===== src/hw/rtl/ssc_pkg.sv =====
`timescale 1ns / 1ps
// ----------------------------------------------------------------------------
// ssc_pkg
// Shared types and codes of the snapshot stream checker.
// ----------------------------------------------------------------------------
package ssc_pkg;

   localparam int unsigned QUEUE_DEPTH = 4;

   localparam logic [31:0] MAGIC_DEFAULT   = 32'h504C_4601;
   localparam logic [31:0] VERSION_DEFAULT = 32'd1;

   localparam logic CSR_MAGIC   = 1'b0;
   localparam logic CSR_VERSION = 1'b1;

   typedef enum logic [2:0] {
      ST_OK        = 3'd0,
      ST_SHORT     = 3'd1,
      ST_MAGIC     = 3'd2,
      ST_VERSION   = 3'd3,
      ST_GEOMETRY  = 3'd4,
      ST_INTEGRITY = 3'd5,
      ST_CHECKSUM  = 3'd6
   } status_type;

   typedef enum logic {
      KIND_CORE   = 1'b0,
      KIND_STATUS = 1'b1
   } kind_type;

   typedef struct packed {
      kind_type    record_kind;
      logic [5:0]  lane_index;
      logic [2:0]  slot_index;
      logic [63:0] core_value;
      status_type  status_code;
      logic [31:0] written_total;
      logic [31:0] collision_total;
      logic        run_end;
   } record_type;

   typedef struct packed {
      logic push0;
      logic push1;
   } push_type;

endpackage


===== src/hw/rtl/ssc_result_fifo.sv =====
`timescale 1ns / 1ps
// ----------------------------------------------------------------------------
// ssc_result_fifo
// Small result queue; takes up to two records per cycle, hands out one.
// ----------------------------------------------------------------------------
module ssc_result_fifo (
   input  logic                clock,
   input  logic                reset,
   input  ssc_pkg::push_type   push,
   input  ssc_pkg::record_type push_data0,
   input  ssc_pkg::record_type push_data1,
   output logic                space_ok,
   output logic                head_valid,
   input  logic                head_ready,
   output ssc_pkg::record_type head_data
);

   localparam int unsigned DEPTH = ssc_pkg::QUEUE_DEPTH;
   localparam int unsigned PTR_W = $clog2(DEPTH);
   localparam int unsigned CNT_W = $clog2(DEPTH + 1);

   ssc_pkg::record_type entry_ff [DEPTH];
   logic [PTR_W-1:0] wr_ptr_ff, wr_ptr_in;
   logic [PTR_W-1:0] rd_ptr_ff, rd_ptr_in;
   logic [CNT_W-1:0] count_ff, count_in;
   logic [PTR_W-1:0] wr_ptr_next;
   logic [CNT_W-1:0] push_cnt;
   logic             pop;

   assign pop         = head_valid && head_ready;
   assign push_cnt    = CNT_W'(push.push0) + CNT_W'(push.push1);
   assign wr_ptr_next = wr_ptr_ff + PTR_W'(1);
   assign wr_ptr_in   = wr_ptr_ff + PTR_W'(push_cnt);
   assign rd_ptr_in   = pop ? rd_ptr_ff + PTR_W'(1) : rd_ptr_ff;
   assign count_in    = count_ff + push_cnt - CNT_W'(pop);

   assign space_ok   = count_ff <= CNT_W'(DEPTH - 2);
   assign head_valid = count_ff != '0;
   assign head_data  = entry_ff[rd_ptr_ff];

   always_ff @(posedge clock) begin
      if (reset) begin
         wr_ptr_ff <= '0;
         rd_ptr_ff <= '0;
         count_ff  <= '0;
      end else begin
         wr_ptr_ff <= wr_ptr_in;
         rd_ptr_ff <= rd_ptr_in;
         count_ff  <= count_in;
      end
   end

   always_ff @(posedge clock) begin
      if (push.push0) begin
         entry_ff[wr_ptr_ff] <= push_data0;
      end
      if (push.push1) begin
         entry_ff[wr_ptr_next] <= push_data1;
      end
   end

   a_count_bound: assert property (@(posedge clock) disable iff (reset)
      count_ff <= CNT_W'(DEPTH))
      else $error("result queue overfilled");

   a_push_room: assert property (@(posedge clock) disable iff (reset)
      (push_cnt != '0) |-> (count_ff <= CNT_W'(DEPTH - 2)))
      else $error("push without room");

   a_idle_empty: assert property (@(posedge clock) disable iff (reset)
      (count_ff == '0 && push_cnt == '0) |=> (count_ff == '0))
      else $error("empty queue became non-empty without a push");

endmodule


===== config.mk =====
export PLATFORM = sky130hd
export DESIGN_NAME = ssc_result_fifo
export DESIGN_NICKNAME = d
export VERILOG_FILES = /design/src/hw/rtl/ssc_pkg.sv /design/src/hw/rtl/ssc_result_fifo.sv
export SDC_FILE = /design/constraint.sdc
export NUM_CORES = 1
export LEC_CHECK = 0
export BUFFER_PORTS_ARGS = -buffer_cell sky130_fd_sc_hd__clkbuf_2
export CORE_UTILIZATION = 64
export CTS_BUF_LIST = sky130_fd_sc_hd__clkbuf_2 sky130_fd_sc_hd__clkbuf_4 sky130_fd_sc_hd__clkbuf_8
export CTS_CLUSTER_DIAMETER = 30
export DETAILED_ROUTE_END_ITERATION = 6
export GPL_ROUTABILITY_DRIVEN = 0
export PLACE_DENSITY = 0.93
export SLEW_MARGIN = 30
export SYNTH_ARGS = -nofsm -noshare
export SYNTH_HDL_FRONTEND = slang
export SYNTH_SLANG_ARGS = --single-unit

===== constraint.sdc =====
create_clock -name clock -period 22.8 [get_ports clock]
set_input_delay 3.42 -clock clock [delete_from_list [all_inputs] [get_ports clock]]
set_output_delay 3.42 -clock clock [all_outputs]
set_load 0.03 [all_outputs]

---- Yosys cells after proc, flatten, opt, wreduce, memory -nomap -nowiden ----
Memories as Yosys holds them, arrays and structs flattened. A register that Yosys moved wholly into a read port is not among the register bits.
Cells that the tools add are included.
word-level totals
  flip-flop bits (word level) ............. 7
  RAM bits ................................ 568
  bits of input ports ..................... 289
  logic and storage cells ................. 19
  memories ................................ 1
memories
  name      words  width  rd ports  clocked after memory_dff  write ports  RTL line               RTL
  entry_ff  4      142    1         1                         2            ssc_result_fifo.sv:22  ssc_pkg::record_type entry_ff [DEPTH];
cells by class
  add/subtract/negate cells ............... 6
  order comparisons ....................... 1
  muxes and demuxes ....................... 6
  reductions and logical operators ........ 2
operators by type and width
  operator                                              count
  adder 2 x 1 -> 2 bit (second input constant)          2
  two-way mux 1 bit                                     4
  two-way mux 2 bit                                     2
  adder 3 x 2 -> 3 bit                                  1
  <= comparator 3 x 2 -> 1 bit (second input constant)  1
  nonzero test 3 bit                                    1
  subtractor 3 x 1 -> 3 bit                             1
  adder 1 x 1 -> 2 bit                                  1
  adder 2 bit                                           1
  logical AND 1 bit                                     1

---- Longest topological paths before layout ----
Gate-level depths: netlist (run 1).
  depth after elaboration ................. 4
  depth in mapped cells ................... 9
  depth with buffers taken out ............ 9

---- Least setup slack after synthesis (run 1) ----
No wires, ideal clock.
  path type ............................... input -> register
  from .................................... in push[1] (netlist bit)
  to ...................................... mem entry_ff[2][0] (netlist bit) (enable)
  library setup time ...................... 839 ps
  data arrival time ....................... 13397 ps
  slack ................................... 8564 ps
  cell stages on the path ................. 2
  path buffers ............................ 0
  path through ............................ nand2b_1 o21ai_0
RTL lines
  what         RTL line               RTL
  from (decl)  ssc_result_fifo.sv:9   input ssc_pkg::push_type push,
  to (decl)    ssc_result_fifo.sv:22

==> flow_metrics.py, run 1 <==
metrics = {
    "run_status": {
        "status": "finished, final reports clean",
    },
    "run": {
        "maxCapViolations": 0,
    },
    "timing": {
        "finalHoldViolCount": 0,
        "fmax_mhz": 138.6,
        "slew_violations": 0,
        "worst_pin_slew_ns": 1.071,
        "fin_tns_setup_ns": 0,
        "finalCriticalPeriod_ns": 7.216,
        "rsz0062_at_grt": "false",
        "setup_ws_ns": 15.58,
        "period_share": 0.3165,
        "slew_headroom": 0.2862,
        "whs_ns": 0.5764,
        "finClkSkew_ns": 0.02219,
        "final-setup-viol-count": 0,
    },
    "synthesis": {
        "syn_inst": 1423,
        "synth_compound_area_frac": 0.001172,
        "synth_top_area_frac": 0.6143,
        "yosys.area_share.simple": 0.003470,
        "synth_xor_area_frac": 0.001667,
        "seq_area_frac_synth": 0.6208,
        "synth_largest_area_cell": "edfxtp_1",
        "syn_avg_cell_area_um2": 19.51,
        "synth.mux.area_fraction": 0.3471,
        "synth.area.top_cells": "edfxtp_1, mux2_2, mux4_2",
        "synth_area_um2": 27770,
        "synth-seq-cells": 577,
        "yosysUniqueCellTypes": 27,
        "yosysWarnings": 0,
        "syn-num-nets": 1718,
        "synth_top_family_by_area": "multiplexers",
        "synth_adder_area_share": 0.002974,
    },
    "drt": {
        "first_iter_violations": 1286,
        "routedWlPerCell_um": 26.68,
        "vias_per_cell": 6.232,
        "ant_nets": 0,
        "drt_pre_antenna_iters": 5,
        "vias": 16100,
        "drc": 0,
        "wirelength_um": 68920,
    },
    "global_routing": {
        "grt_pass1_wl_um": 102300,
        "track_usage": 0.3139,
        "antenna_found_initial": 21,
        "grt_pass1_vias": 17150,
        "overflow": 0,
        "grt_max_degree": 143,
    },
    "clock_tree": {
        "cts_resized": 0,
        "tritoncts": "done",
        "cts_root_buf": "clkbuf_8",
        "cts_buffers": 112,
        "clkLatencyLatePin_ns": 0.69,
        "cts_sinks": 577,
        "clkTransAtPathRegs_ns": 0.05,
        "clock_path_buffers": 3,
        "cts_hold_buf": 0,
        "post_cts_buffers": 0,
        "htreeDepth": 3,
    },
    "cells_and_area": {
        "layout.nets": 2193,
        "fin_util": 0.7763,
        "fin_cells": 2583,
        "postLayoutCellArea_um2": 32850,
        "areaGrowthSynthToFinish_pct": 18.33,
        "layout-drive-gt1-share": 0.6441,
    },
    "worst_setup_path": {
        "critPathMaxStageDelay_ns": 0.84,
        "r2r_start": "wr_ptr_ff[1]",
        "worstSetupPathType": "flip-flop to output port",
        "worstPathRequired_ns": 19.38,
        "cp_slowest_cell": "dfxtp_4",
        "r2r_end": "entry_ff[2][136]",
        "r2r_slack_ns": 19.35,
        "r2r_cells": 4,
        "crit_top_cell": "buf_4",
        "crit_end": "head_data[115]",
        "cp_num_cells": 4,
        "cp.arrival_ns": 3.80,
        "crit_chain": "buf_4, buf_4, mux4_2, clkbuf_2",
        "crit_family": "buffers and inverters",
        "path_buf_inv": 3,
        "critical_path.max_fanout": 35,
        "cp-end-kind": "output port",
        "critPathLaunchType": "flip-flop",
    },
    "pwr": {
        "p_per_area_nw_per_um2": 104.8,
        "vdd.ir_drop.worst_v": 0.00008131,
        "power_mw": 3.444,
        "cellLeakagePower_nw": 11.88,
    },
    "die": {
        "start_util": 0.6561,
        "rows": 75,
        "io_pins": 433,
        "die_area_um2": 44220,
        "die_x_um": 210.3,
        "coreArea_um2": 42320,
        "die_h_um": 210.3,
    },
    "place": {
        "dp.final_hpwl_um": 40120,
        "place_inst": 2359,
        "io_buffers": 432,
        "placed_cell_area_um2": 30320,
        "dp_slack_ns": 16.22,
    },
    "worst_hold_path": {
        "hp-class": "flip-flop to flip-flop",
    },
}
[placed cells by master (no fill, tap or decap), drive strengths merged]
master,count
o31a,1
edfxtp,568
nand3b,2
nand3,1
nand2b,1
clkinvlp,11
dfxtp,9
inv,6
ha,5
diode,14
xnor3,1
mux4,142
nor2b,4
clkinv,57
clkbuf,558
buf,25
nor2,7
a21oi,1
mux2i,1
mux2,571
or3,1
fa,1
bufinv,14
o21ai,2
nor3b,1
xor3,1
o311ai,1
[report_power, final]
group          internal, mW  switching, mW  total, mW
Combinational         0.367          0.566      0.933
Clock                 0.652          0.458       1.11
Sequential             1.35         0.0546       1.40
Total                  2.36           1.08       3.44
[state kept, by name, indices dropped and copies added, names as in the netlist, named ones only]
register,count
entry_ff,568
count_ff,3
rd_ptr_ff,2
wr_ptr_ff,2
[metal layers]
layer | vias up | wire length (µm) | track usage
met4 | 18 | 2454 | 0.1352
li1 | 6883 | - | -
met1 | 8160 | 24440 | 0.3774
met3 | 179 | 7400 | 0.1137
met5 | - | 117 | 0
met2 | 858 | 34510 | 0.5131
[cell type report]
| class | instances | area (µm²) |
|---|---|---|
| clock buffer | 126 | 1665 |
| multi-input combinational | 744 | 9952 |
| tap | 577 | 721.9 |
| timing repair buffer | 457 | 2431 |
| inverter | 6 | 22.52 |
| clock inverter | 82 | 782.0 |
| sequential | 577 | 17240 |
| antenna | 14 | 35.03 |
| fill | 2184 | 9468 |
[how the worst min path moves through the flow]
stage                 startpoint           end  slack (ns)  depth (start not counted)
floorplan           rd_ptr_ff[1]     flip-flop        0.54                          2
global placement    rd_ptr_ff[1]     flip-flop        0.55                          2
detailed placement  rd_ptr_ff[1]     flip-flop        0.56                          2
CTS                 rd_ptr_ff[1]  rd_ptr_ff[1]        0.58                          2
global route        rd_ptr_ff[1]  rd_ptr_ff[1]        0.61                          2
finish              rd_ptr_ff[1]  rd_ptr_ff[1]        0.58                          2
[worst min-delay path, stage by stage (launching register included)]
cell	delay [ns]
dfxtp_1	0.30
nor2_1	0.09
mux2_2	0.15
[synthesized netlist by cell type]
library cell,number
dfxtp_1,9
buf_1,7
buf_6,23
ha_1,5
mux2_2,491
nand3_1,1
or3_1,1
a21oi_1,1
buf_4,2
xnor3_1,1
nand2b_1,1
mux2i_1,1
buf_2,56
mux4_2,142
mux2_1,80
nand3b_1,2
inv_1,6
o311ai_0,1
edfxtp_1,568
o21ai_0,2
xor3_1,1
nor3b_2,1
nor2_1,7
clkbuf_1,8
fa_1,1
o31a_1,1
nor2b_1,4
[cells by family (layout without fill, tap and decap cells)]
kind of cell,count (synthesis),after routing
mux,714,714
flops,577,577
buf+inv,102,671
simple gates,17,17
fa+ha+maj,6,6
compound gates,5,5
xor+xnor,2,2
other cells,0,14
Note: power is estimated with default switching activity, not from simulation.
==> inputs of run 2 (changes only) <==
CORE_UTILIZATION = 59   (was 64)
PLACE_DENSITY = 0.87   (was 0.93)
clock period = 7.2 ns   (was 22.8 ns; I/O delays follow)
==> run 2 against run 1 <==
Against the previous run: combinational power rose to 3.2 times the previous value; power rose to 3.1 times the previous value; sequential power rose to 3.2 times the previous value; non-clock buffer count did not move; design area barely moved; die area rose by 8.4%; clock skew fell by 0.0085 ns; critical endpoint is now head_data[119]; largest power group unchanged.
==> flow_metrics.py, run 2 (same netlist as run 1, synthesis figures left out) <==
metrics = {
    "clock_tree": {
        "cts_resized": 0,
        "cts_sinks": 577,
        "cts_buffers": 115,
        "clkTransAtPathRegs_ns": 0.05,
        "clkLatencyLatePin_ns": 0.69,
        "post_cts_buffers": 0,
        "htreeDepth": 3,
        "tritoncts": "done",
        "cts_root_buf": "clkbuf_8",
        "clock_path_buffers": 3,
        "cts_hold_buf": 0,
    },
    "worst_setup_path": {
        "path_buf_inv": 2,
        "r2r_end": "entry_ff[0][111]",
        "r2r_start": "wr_ptr_ff[1]",
        "cp_slowest_cell": "dfxtp_4",
        "critPathMaxStageDelay_ns": 0.84,
        "r2r_slack_ns": 3.98,
        "cp-end-kind": "output port",
        "cp.arrival_ns": 3.02,
        "critPathLaunchType": "flip-flop",
        "critical_path.max_fanout": 53,
        "r2r_cells": 4,
        "worstPathRequired_ns": 6.12,
        "crit_family": "buffers and inverters",
        "worstSetupPathType": "flip-flop to output port",
        "crit_chain": "buf_4, mux4_2, clkbuf_2",
    },
    "timing": {
        "slew_violations": 0,
        "rsz0062_at_grt": "false",
        "period_share": 0.5700,
        "finalHoldViolCount": 0,
        "slew_headroom": 0.2692,
        "worst_pin_slew_ns": 1.096,
        "whs_ns": 0.5830,
        "final-setup-viol-count": 0,
        "finClkSkew_ns": 0.01367,
        "fmax_mhz": 243.7,
        "finalCriticalPeriod_ns": 4.104,
    },
    "die": {
        "die_h_um": 218.9,
        "die_area_um2": 47930,
        "start_util": 0.5977,
        "io_pins": 433,
        "rows": 79,
        "coreArea_um2": 46460,
        "die_x_um": 218.9,
    },
    "pwr": {
        "p_sw_frac": 0.3128,
        "p_sw_mw": 3.383,
        "p_seq_frac": 0.408,
        "power_mw": 10.82,
        "cellLeakagePower_nw": 11.88,
        "p_per_area_nw_per_um2": 329.3,
        "p_comb_frac": 0.271,
        "p_int_mw": 7.434,
        "vdd.ir_drop.worst_v": 0.0002147,
        "power_frac_clock": 0.321,
    },
    "global_routing": {
        "grt_pass1_wl_um": 96050,
        "overflow": 0,
        "track_usage": 0.2695,
        "antenna_found_initial": 15,
        "grt_max_degree": 143,
        "grt_pass1_vias": 16280,
    },
    "cells_and_area": {
        "fin_cells": 2611,
        "fillers": 2866,
        "reg_top3": "entry_ff (568), count_ff (3)",
        "areaGrowthSynthToFinish_pct": 18.29,
        "postLayoutCellArea_um2": 32840,
        "layout-drive-gt1-share": 0.6436,
        "most-common-layout-cells": "edfxtp_1, mux2_2, clkbuf_2",
        "largest-register": "entry_ff",
        "mostFrequentLayoutCell": "edfxtp_1",
        "largest_reg_flops": 568,
        "fin_util": 0.7070,
        "layout.nets": 2196,
    },
    "worst_hold_path": {
        "hold_depth": 2,
        "hp-start": "rd_ptr_ff[1]",
        "holdPathEnd": "rd_ptr_ff[1]",
        "hp-class": "flip-flop to flip-flop",
    },
    "drt": {
        "drc": 0,
        "vias_per_cell": 6.002,
        "drt_pre_antenna_iters": 7,
        "first_iter_violations": 1039,
        "routedWlPerCell_um": 24.88,
        "vias": 15670,
        "wirelength_um": 64970,
        "ant_nets": 0,
    },
    "place": {
        "placed_cell_area_um2": 30360,
        "place_inst": 2390,
        "io_buffers": 432,
        "dp.final_hpwl_um": 38500,
    },
    "run": {
        "maxCapViolations": 0,
    },
    "run_status": {
        "status": "finished, final reports clean",
    },
}
## run 2: cell count changes in the layout (fill, tap and decap cells not counted), sizes merged
cell      previous run  this run
clkbuf             558       569
diode               14         6
bufinv              14        11
inv                  6         8
clkinvlp            11        10
clkinv              57        54
## run 2: metal layers
metal  global-route usage  up-vias  wire length (µm)
li1                     -     6885                 -
met1               0.3356     8017             24710
met2               0.4343      627             31990
met3              0.09536      125              6319
met4               0.1007       18              1826
met5                    0        -               126
## run 2: through the flow
stage                     setup TNS [ns]  setup WS, ns
final                                  0         3.096
after global routing                   0         2.959
after CTS                              0         2.961
after floorplan                  -245.50       -0.8645
after global placement                 0         3.118
after detailed placement               0         3.090
## run 2: worst max path at each step
stage,startpoint,endpoint,slack (ns),depth (start not counted)
floorplan,push[1],entry_ff[0][0],-0.86,2
global placement,push[0],entry_ff[0][16],3.12,5
detailed placement,push[0],entry_ff[0][33],3.09,5
CTS,flip-flop,head_data[119],2.96,3
global route,flip-flop,head_data[119],2.96,3
finish,flip-flop,head_data[119],3.10,3
## run 2: worst register-to-register path, cell delays in order (launching register included)
cell,delay (ns)
dfxtp_1,0.63
nand3_4,0.54
o21ai_4,0.47
buf_4,0.42
buf_4,0.70
## run 2: cell type report
| type | instances | area [µm²] | share of cell area |
|---|---|---|---|
| sequential | 577 | 17240 | 0.5250 |
| multi-input combinational | 744 | 9952 | 0.3030 |
| timing repair buffer | 457 | 2419 | 0.07364 |
| clock buffer | 137 | 1760 | 0.05360 |
| tap | 607 | 759.5 | 0.02312 |
| clock inverter | 77 | 671.9 | 0.02046 |
| inverter | 6 | 22.52 | 0.0006857 |
| antenna | 6 | 15.01 | 0.0004571 |
## run 2: power by group through the flow
| stage | logic (mW) | registers, mW | clock network [mW] |
|---|---|---|---|
| floorplan | 2.15 | 4.46 | 0 |
| global placement | 2.90 | 4.45 | 0 |
| detailed placement | 2.94 | 4.48 | 0 |
| CTS | 2.96 | 4.41 | 3.52 |
| global route | 3.09 | 4.45 | 3.67 |
| finish | 2.94 | 4.41 | 3.47 |
